<file path="src/hw/rtl/ecp_pkg.sv">
// Shared constants and pipeline flag type for the ellipse radial point clamp.
package ecp_pkg;

   localparam int COORD_BITS_DEF = 12;
   localparam int CSR_IDX_BITS   = 2;

   localparam logic [CSR_IDX_BITS-1:0] CSR_CENTER_X = 2'd0;
   localparam logic [CSR_IDX_BITS-1:0] CSR_CENTER_Y = 2'd1;
   localparam logic [CSR_IDX_BITS-1:0] CSR_RADIUS_X = 2'd2;
   localparam logic [CSR_IDX_BITS-1:0] CSR_RADIUS_Y = 2'd3;

   typedef struct packed {
      logic valid;
      logic xneg;
      logic yneg;
      logic vert;
      logic vclamp;
      logic interior;
      logic szero;
   } ecp_flags_type;

endpackage

</file>
<file path="src/hw/rtl/ecp_place.sv">
// Final stage: choose pass-through, vertical clamp or ray point, add to center, saturate, output register.
module ecp_place #(
   parameter int CB = ecp_pkg::COORD_BITS_DEF
) (
   input  logic                   clock,
   input  logic                   reset,
   input  logic                   adv,
   input  ecp_pkg::ecp_flags_type flags_i,
   input  logic [CB-1:0]          px_i,
   input  logic [CB-1:0]          py_i,
   input  logic [CB-1:0]          cx,
   input  logic [CB-1:0]          cy,
   input  logic [CB-2:0]          rb,
   input  logic [CB-2:0]          mx_i,
   input  logic [CB-2:0]          my_i,
   output logic                   out_valid,
   output logic [CB-1:0]          tx_o,
   output logic [CB-1:0]          ty_o
);
   import ecp_pkg::*;

   logic          valid_ff;
   logic [CB-1:0] tx_ff, ty_ff, tx_in, ty_in, magx, magy;

   function automatic logic [CB-1:0] place_f(input logic [CB-1:0] c, input logic neg,
                                            input logic [CB-1:0] mag);
      logic signed [CB+1:0] cv;
      logic signed [CB+1:0] mv;
      logic signed [CB+1:0] v;
      logic [CB-1:0]        r;
      cv = signed'({2'b00, c});
      mv = signed'({2'b00, mag});
      v  = neg ? cv - mv : cv + mv;
      if (v < 0) begin
         r = '0;
      end else if (v > signed'({2'b00, {CB{1'b1}}})) begin
         r = '1;
      end else begin
         r = v[CB-1:0];
      end
      return r;
   endfunction

   always_comb begin
      magx = flags_i.szero ? '0 : {1'b0, mx_i};
      magy = flags_i.szero ? '0 : {1'b0, my_i};
      if (flags_i.vert) begin
         tx_in = px_i;
         ty_in = flags_i.vclamp ? place_f(cy, flags_i.yneg, {1'b0, rb}) : py_i;
      end else if (flags_i.interior) begin
         tx_in = px_i;
         ty_in = py_i;
      end else begin
         tx_in = place_f(cx, flags_i.xneg, magx);
         ty_in = place_f(cy, flags_i.yneg, magy);
      end
   end

   always_ff @(posedge clock) begin
      if (reset) begin
         valid_ff <= 1'b0;
      end else if (adv) begin
         valid_ff <= flags_i.valid;
      end
   end

   always_ff @(posedge clock) begin
      if (adv) begin
         tx_ff <= tx_in;
         ty_ff <= ty_in;
      end
   end

   assign out_valid = valid_ff;
   assign tx_o      = tx_ff;
   assign ty_o      = ty_ff;

endmodule

</file>
<file path="config.mk">
export PLATFORM = sky130hd
export DESIGN_NAME = ecp_place
export DESIGN_NICKNAME = d
export VERILOG_FILES = /design/src/hw/rtl/ecp_pkg.sv /design/src/hw/rtl/ecp_place.sv
export SDC_FILE = /design/constraint.sdc
export NUM_CORES = 1
export LEC_CHECK = 0
export ABC_AREA = 1
export BUFFER_PORTS_ARGS = -buffer_cell sky130_fd_sc_hd__buf_2
export CAP_MARGIN = 20
export CORE_ASPECT_RATIO = 0.9
export CORE_MARGIN = 5
export CORE_UTILIZATION = 52
export DETAILED_ROUTE_END_ITERATION = 10
export HOLD_SLACK_MARGIN = 0.08
export PLACE_DENSITY = 0.8
export RECOVER_POWER = 50
export SETUP_SLACK_MARGIN = 0.3
export SLEW_MARGIN = 10
export SYNTH_ARGS = -nofsm -noshare
export SYNTH_HDL_FRONTEND = slang
export SYNTH_SLANG_ARGS = --single-unit
</file>
<file path="constraint.sdc">
create_clock -name clock -period 2.4 [get_ports clock]
set_input_delay 0.48 -clock clock [delete_from_list [all_inputs] [get_ports clock]]
set_output_delay 0.48 -clock clock [all_outputs]
set_load 0.01 [all_outputs]
</file>
Yosys cells after proc, flatten, opt, wreduce, memory -nomap -nowiden
Cells that the tools add are included.
{"block": "totals", "register_bits": 25, "latch_bits": 0, "ramBits": 0, "rom_bits": 0, "output_inout_bits": 25, "wordCells": 31, "n_memories": 0}
{"block": "op_classes", "n_addsub": 6, "mul": 0, "n_div": 0, "n_lt_le_gt_ge": 6, "eq_ne": 0, "shift": 0, "muxes": 16, "bitwise": 0, "reduce_logical": 0}
{"operator": "$mux 12", "count": 11}
{"operator": "$gt 14x13->1 const B", "count": 3}
{"operator": "$lt 14x1->1 const B", "count": 3}
{"operator": "$mux 14", "count": 3}
{"operator": "$add 12x11->13", "count": 3}
{"operator": "$sub 12x11->13", "count": 3}
{"operator": "$mux 11", "count": 2}

Logic depth before layout (Yosys ltp)
{"block": "logic_depth", "word_depth": 8, "ltp_mapped": 21, "mapped_depth_nobuf": 18}

Worst setup path before layout
Ideal clock, no wire load.
{"block": "synth_timing", "kind": "input -> register", "from": "input flags_i[0] (netlist name)", "to": "register tx_ff[10] (netlist: tx_o[10]) (data pin)", "arrival_time_ns": 2.197, "required_time_ns": 2.148, "path_slack_ns": -0.049, "cell_stages": 13, "path_buffers": 2, "cell_sequence": "inv_1 > clkbuf_1 > nand2_1 > ha_1 > a21oi_1 > o21ai_0 > nand2_1 > nand3_1 > a21oi_1 > a21oi_2 > buf_4 > nand2_1 > nand2_1"}
{"block": "synth_via", "elab_chain_cells": 8, "word_cells_on_any_way": 10, "cone_classes": "add/sub (2); order compare (2); mux (6)"}
{"item": "from (decl)", "line": "ecp_place.sv:8", "text": "input ecp_pkg::ecp_flags_type flags_i,"}
{"item": "$mux 11 *", "line": "ecp_place.sv:45", "text": "magx = flags_i.szero ? '0 : {1'b0, mx_i};"}
{"item": "$add 12x11->13 or $sub 12x11->13 (tied branches)", "line": "ecp_place.sv:33", "text": "v = neg ? cv - mv : cv + mv;"}
{"item": "$mux 14 *", "line": "ecp_place.sv:33"}
{"item": "$gt 14x13->1", "line": "ecp_place.sv:36", "text": "end else if (v > signed'({2'b00, {CB{1'b1}}})) begin"}
{"item": "$mux 12", "line": "ecp_place.sv:36"}
{"item": "$mux 12 *", "line": "ecp_place.sv:34", "text": "if (v < 0) begin"}
{"item": "$mux 12 *", "line": "ecp_place.sv:50", "text": "end else if (flags_i.interior) begin"}
{"item": "$mux 12 *", "line": "ecp_place.sv:47", "text": "if (flags_i.vert) begin"}
{"item": "net tx_in[10]", "line": "ecp_place.sv:23", "text": "logic [CB-1:0] tx_ff, ty_ff, tx_in, ty_in, magx, magy;"}
{"item": "to (signal assigned)", "line": "ecp_place.sv:69", "text": "tx_ff <= tx_in;"}
{"item": "to (decl)", "line": "ecp_place.sv:23"}
The timed path passes the listed nets; every way through them passes the cells marked *.
A chain may end at the register's enable or synchronous reset.

Worst setup path after layout
{"block": "layout_timing", "from": "input flags_i[0] (netlist name)", "to": "register ty_ff[6] (netlist: ty_o[6]) (data pin)"}
{"block": "layout_via", "elab_chain_cells": 8, "word_cells_on_any_way": 10, "cone_classes": "add/sub (2); order compare (2); mux (6)"}
{"item": "$mux 11 *", "line": "ecp_place.sv:46", "text": "magy = flags_i.szero ? '0 : {1'b0, my_i};"}
{"item": "$add 12x11->13 or $sub 12x11->13 (tied branches)", "line": "ecp_place.sv:33"}
{"item": "$mux 14 *", "line": "ecp_place.sv:33"}
{"item": "$gt 14x13->1", "line": "ecp_place.sv:36"}
{"item": "$mux 12", "line": "ecp_place.sv:36"}
{"item": "$mux 12 *", "line": "ecp_place.sv:34"}
{"item": "$mux 12 *", "line": "ecp_place.sv:50"}
{"item": "$mux 12 *", "line": "ecp_place.sv:47"}
{"item": "net ty_in[6]", "line": "ecp_place.sv:23"}
{"item": "to (signal assigned)", "line": "ecp_place.sv:70", "text": "ty_ff <= ty_in;"}
{"item": "to (decl)", "line": "ecp_place.sv:23"}
Marks and branches as above.

==> impl_results.md <==
- Sw Pwr: 1.170 mW
- Wire length per cell: about 15 um
- CP bufs+invs: 5
- Worst skew pair latency: 0.25 ns
- Type of the worst setup path: in2reg
- I/O pins: about 120
- Nets: ~1300
- Met1 usage: a little under two fifths
- Final hold vios: 0
- Critical path startpoint: flags_i[0]
- HPWL after detailed placement: approximately 15000 um
- Detailed Route WL: 18930 um
- Finished Cell Area: ~7800 um^2
- Final Cycle Share: between 90 and 100%
- Critical hold path startpoint: reset
- Overflow after GRT: 0
- Maximum clock rate: 449.6 MHz
- Port bufs: ~120
- Row cnt: 35
- Lkg Pwr: 4.309 nW
- Cells after Synth: roughly 970
- Full die area: about 13000 um^2
- TritonCTS clock tree: done
- R2r startpoint: out_valid$_SDFFE_PP0P_
- Synth-to-layout area growth: 41.60%
- Cell Int Power: between 1 and 1.5 mW
- Status: complete, no violations
- Critical path launch point type: input port
- Fin. max-slew vios: 0
- CTS Sinks: 25
- Die Wd: 118.5 um
- Cell Area, Synth: 5507 um^2
- DRC viols: 0
- Fin crit period: 2.224 ns
- Yosys cell types: 35
- CP top delay family: simple AND/OR/NAND/NOR gates
- Slowest cell delay on critical path: 0.37 ns
- Register area share after synthesis: roughly 13%
- Max_slew headroom: ~17%
- Total GRT Usage: a little over a quarter
- Number of global-route vias before repair: 6317
- Ys Warns: 0
- Cell taking the most area after synthesis: nand2_1
- Initial Utilization: between 50% and 60%
- Critical path fanouts, max: 5
- Met2 Use GR: a little under half
- Crit-path slowest cell: fa_2
- Share of the synthesized area in the top cell type: 26.04%
- DR pass1 iterations: 5
- Die Y: roughly 110 um
- Initial DRC count: ~740
- RSZ-0062 raised after global routing: true
- Largest cells by area after synthesis: nand2_1 (26%), ha_1 (16%), edfxtp_1 (13%), inv_1 (11%), nand3_1 (6.0%)
- Clock Power Share: roughly 14%
- Largest net degree at the start of global routing: 32
- Clock root buffer: clkbuf_16
- Max-Cap Viols: 0
- Setup TNS: 0 ns
- Pwr dens: 339.4 nW/um^2
- Placed Area: between 6000 and 7000 um^2
- Worst Skew: 0 ns
- Worst path required time: 2.42 ns
- Core area: a little over 10000 um^2
- Fin util: 75.77%
- Yosys reg bits: 25
- Cells along the critical path: buf_16 > nor2_4 > ha_4 > inv_2 > fa_2 > inv_2 > nand3_2 > nand3_4 > o21ai_1 > o21ai_1 > buf_4 > nand2_2 > nand2_2 > nand2_1 > nand2_1 > inv_1
- Worst-path clk slew: around 0.060 ns
- # setup viols final: 0
- CTS H-Tree Depth: 1
- Critical Path End Type: register
- Gpl congestion: slightly below 1
- Sequential share of power: 20.9%
- Number of inserted diodes: 0
- Worst Path Arrival: around 2.2 ns
- Vias: about 6800
- GR Util met3: under 10%
- Worst Hold Class: in2reg
- Worst-margin pin slew: around 1.3 ns
- Total CTS buffers: 3
- Mapped Nets: between 1000 and 1500
- Hold WS: between 0.3 and 0.4 ns
- Antenna-violating nets left: 0
- Clk buf depth: 2
- Initial antenna violation count: 0
- Logic pwr share: between 60% and 70%
- Peak VDD IR: between 0.4 and 0.5 mV
- Routed vias/inst: approximately 5.3
- Share of layout cells above drive strength 1: around 33%
- Global-route wire length before repair: between 20000 and 30000 um
- Synth Area per Inst: 5.683 um^2
- GRT busiest layer: met2
- Sw Share: roughly 44%
==> kinds of logic (layout without fill, tap and decap cells) <==
family / Yosys count / after routing / share of synthesized area [%]
fa+ha+maj: 77 / 77 / 18.31
flops: 25 / 25 / 13.45
mux: 2 / 2 / 0.3636
simple gates: 548 / 550 / 40.26
xor+xnor: 12 / 12 / 1.909
buf+inv: 192 / 379 / 14.22
compound gates: 113 / 114 / 11.47
==> what timing repair did <==
item                       in CTS  in global routing
pin swaps                      24                 28
hold buffers                    0                  0
hold endpoints to repair        0                  0
resized for setup              86                114
cloned                          4                  3
setup endpoints to repair      24                 24
setup buffers                   2                  2
==> sequential cells by signal (all words and copies together) (netlist names) <==
register   cells
tx_o          12
ty_o          12
out_valid      1
==> worst paths after layout <==
kind | to | slack, ns | cells after the start
setup / recovery | ty_o[6]$_DFFE_PP_ | 0.18 | 16
hold / removal | out_valid$_SDFFE_PP0P_ | 0.38 | 2
setup reg to reg | out_valid$_SDFFE_PP0P_ | 1.77 | 2
hold reg to reg | out_valid$_SDFFE_PP0P_ | 0.55 | 2
==> layer usage <==
layer  vias up  routed length, um  share of wire, %
met5         -                  0                 0
met4         0                384               2.0
met3        38               1763               9.3
met2       330               8519                45
met1      3051               8264                44
li1       3408                  -                 -
==> Yosys cell counts, drive strengths merged <==
| cell type | instances |
|---|---|
| a21boi | 2 |
| a21oi | 64 |
| a22oi | 1 |
| a31oi | 3 |
| and3 | 2 |
| buf | 14 |
| clkbuf | 12 |
| clkinv | 1 |
| dfxtp | 1 |
| edfxtp | 24 |
| fa | 6 |
| ha | 71 |
| inv | 165 |
| mux2i | 2 |
| nand2 | 386 |
| nand3 | 68 |
| nand3b | 1 |
| nand4 | 8 |
| nor2 | 74 |
| nor3 | 7 |
| o2111ai | 1 |
| o211ai | 5 |
| o21ai | 32 |
| o21bai | 5 |
| or2 | 2 |
| xnor2 | 1 |
| xor2 | 11 |
==> power by group through the flow <==
stage	combinational [mW]	clock, mW	sequential, mW
detailed placement	1.46	0	0.562
global route	1.91	0.383	0.558
floorplan	0.891	0	0.587
finish	1.73	0.359	0.554
CTS	1.56	0.364	0.553
global placement	1.45	0	0.560
==> placed cells by master (no fill, tap or decap), types with 14 or more instances in the layout <==
cell	instances
buf_4	84
nor2_1	54
edfxtp_1	24
nand2_1	332
nand2_4	14
nand2_2	42
nand3_1	51
inv_2	23
nand3_2	16
buf_2	99
a21oi_1	46
ha_1	39
ha_4	27
o21ai_0	20
inv_1	141
==> metrics by stage <==
step                setup slack (ns)  instances  total power, mW
floorplan                     0.2080        969            1.478
global placement             -0.2620       1273            2.008
detailed placement           -0.2946       1273            2.019
CTS                           0.2135       1283            2.476
global route                 0.08106       1288            2.850
finish                        0.1756       1288            2.647
==> layout make-up <==
class	count	area, um^2
timing repair inverter	2	32.53
inverter	166	639.4
multi-input combinational	755	4836
tap	129	161.4
clock inverter	1	5.005
timing repair buffer	207	1308
sequential	25	740.7
fill	840	2494
clock buffer	3	75.07
==> worst reg2reg max path, stage by stage, from the launching register on <==
cell and delay, ns:
dfxtp_1 0.32, mux2i_1 0.14, nor2_1 0.06
(Power assumes the default switching activity.)
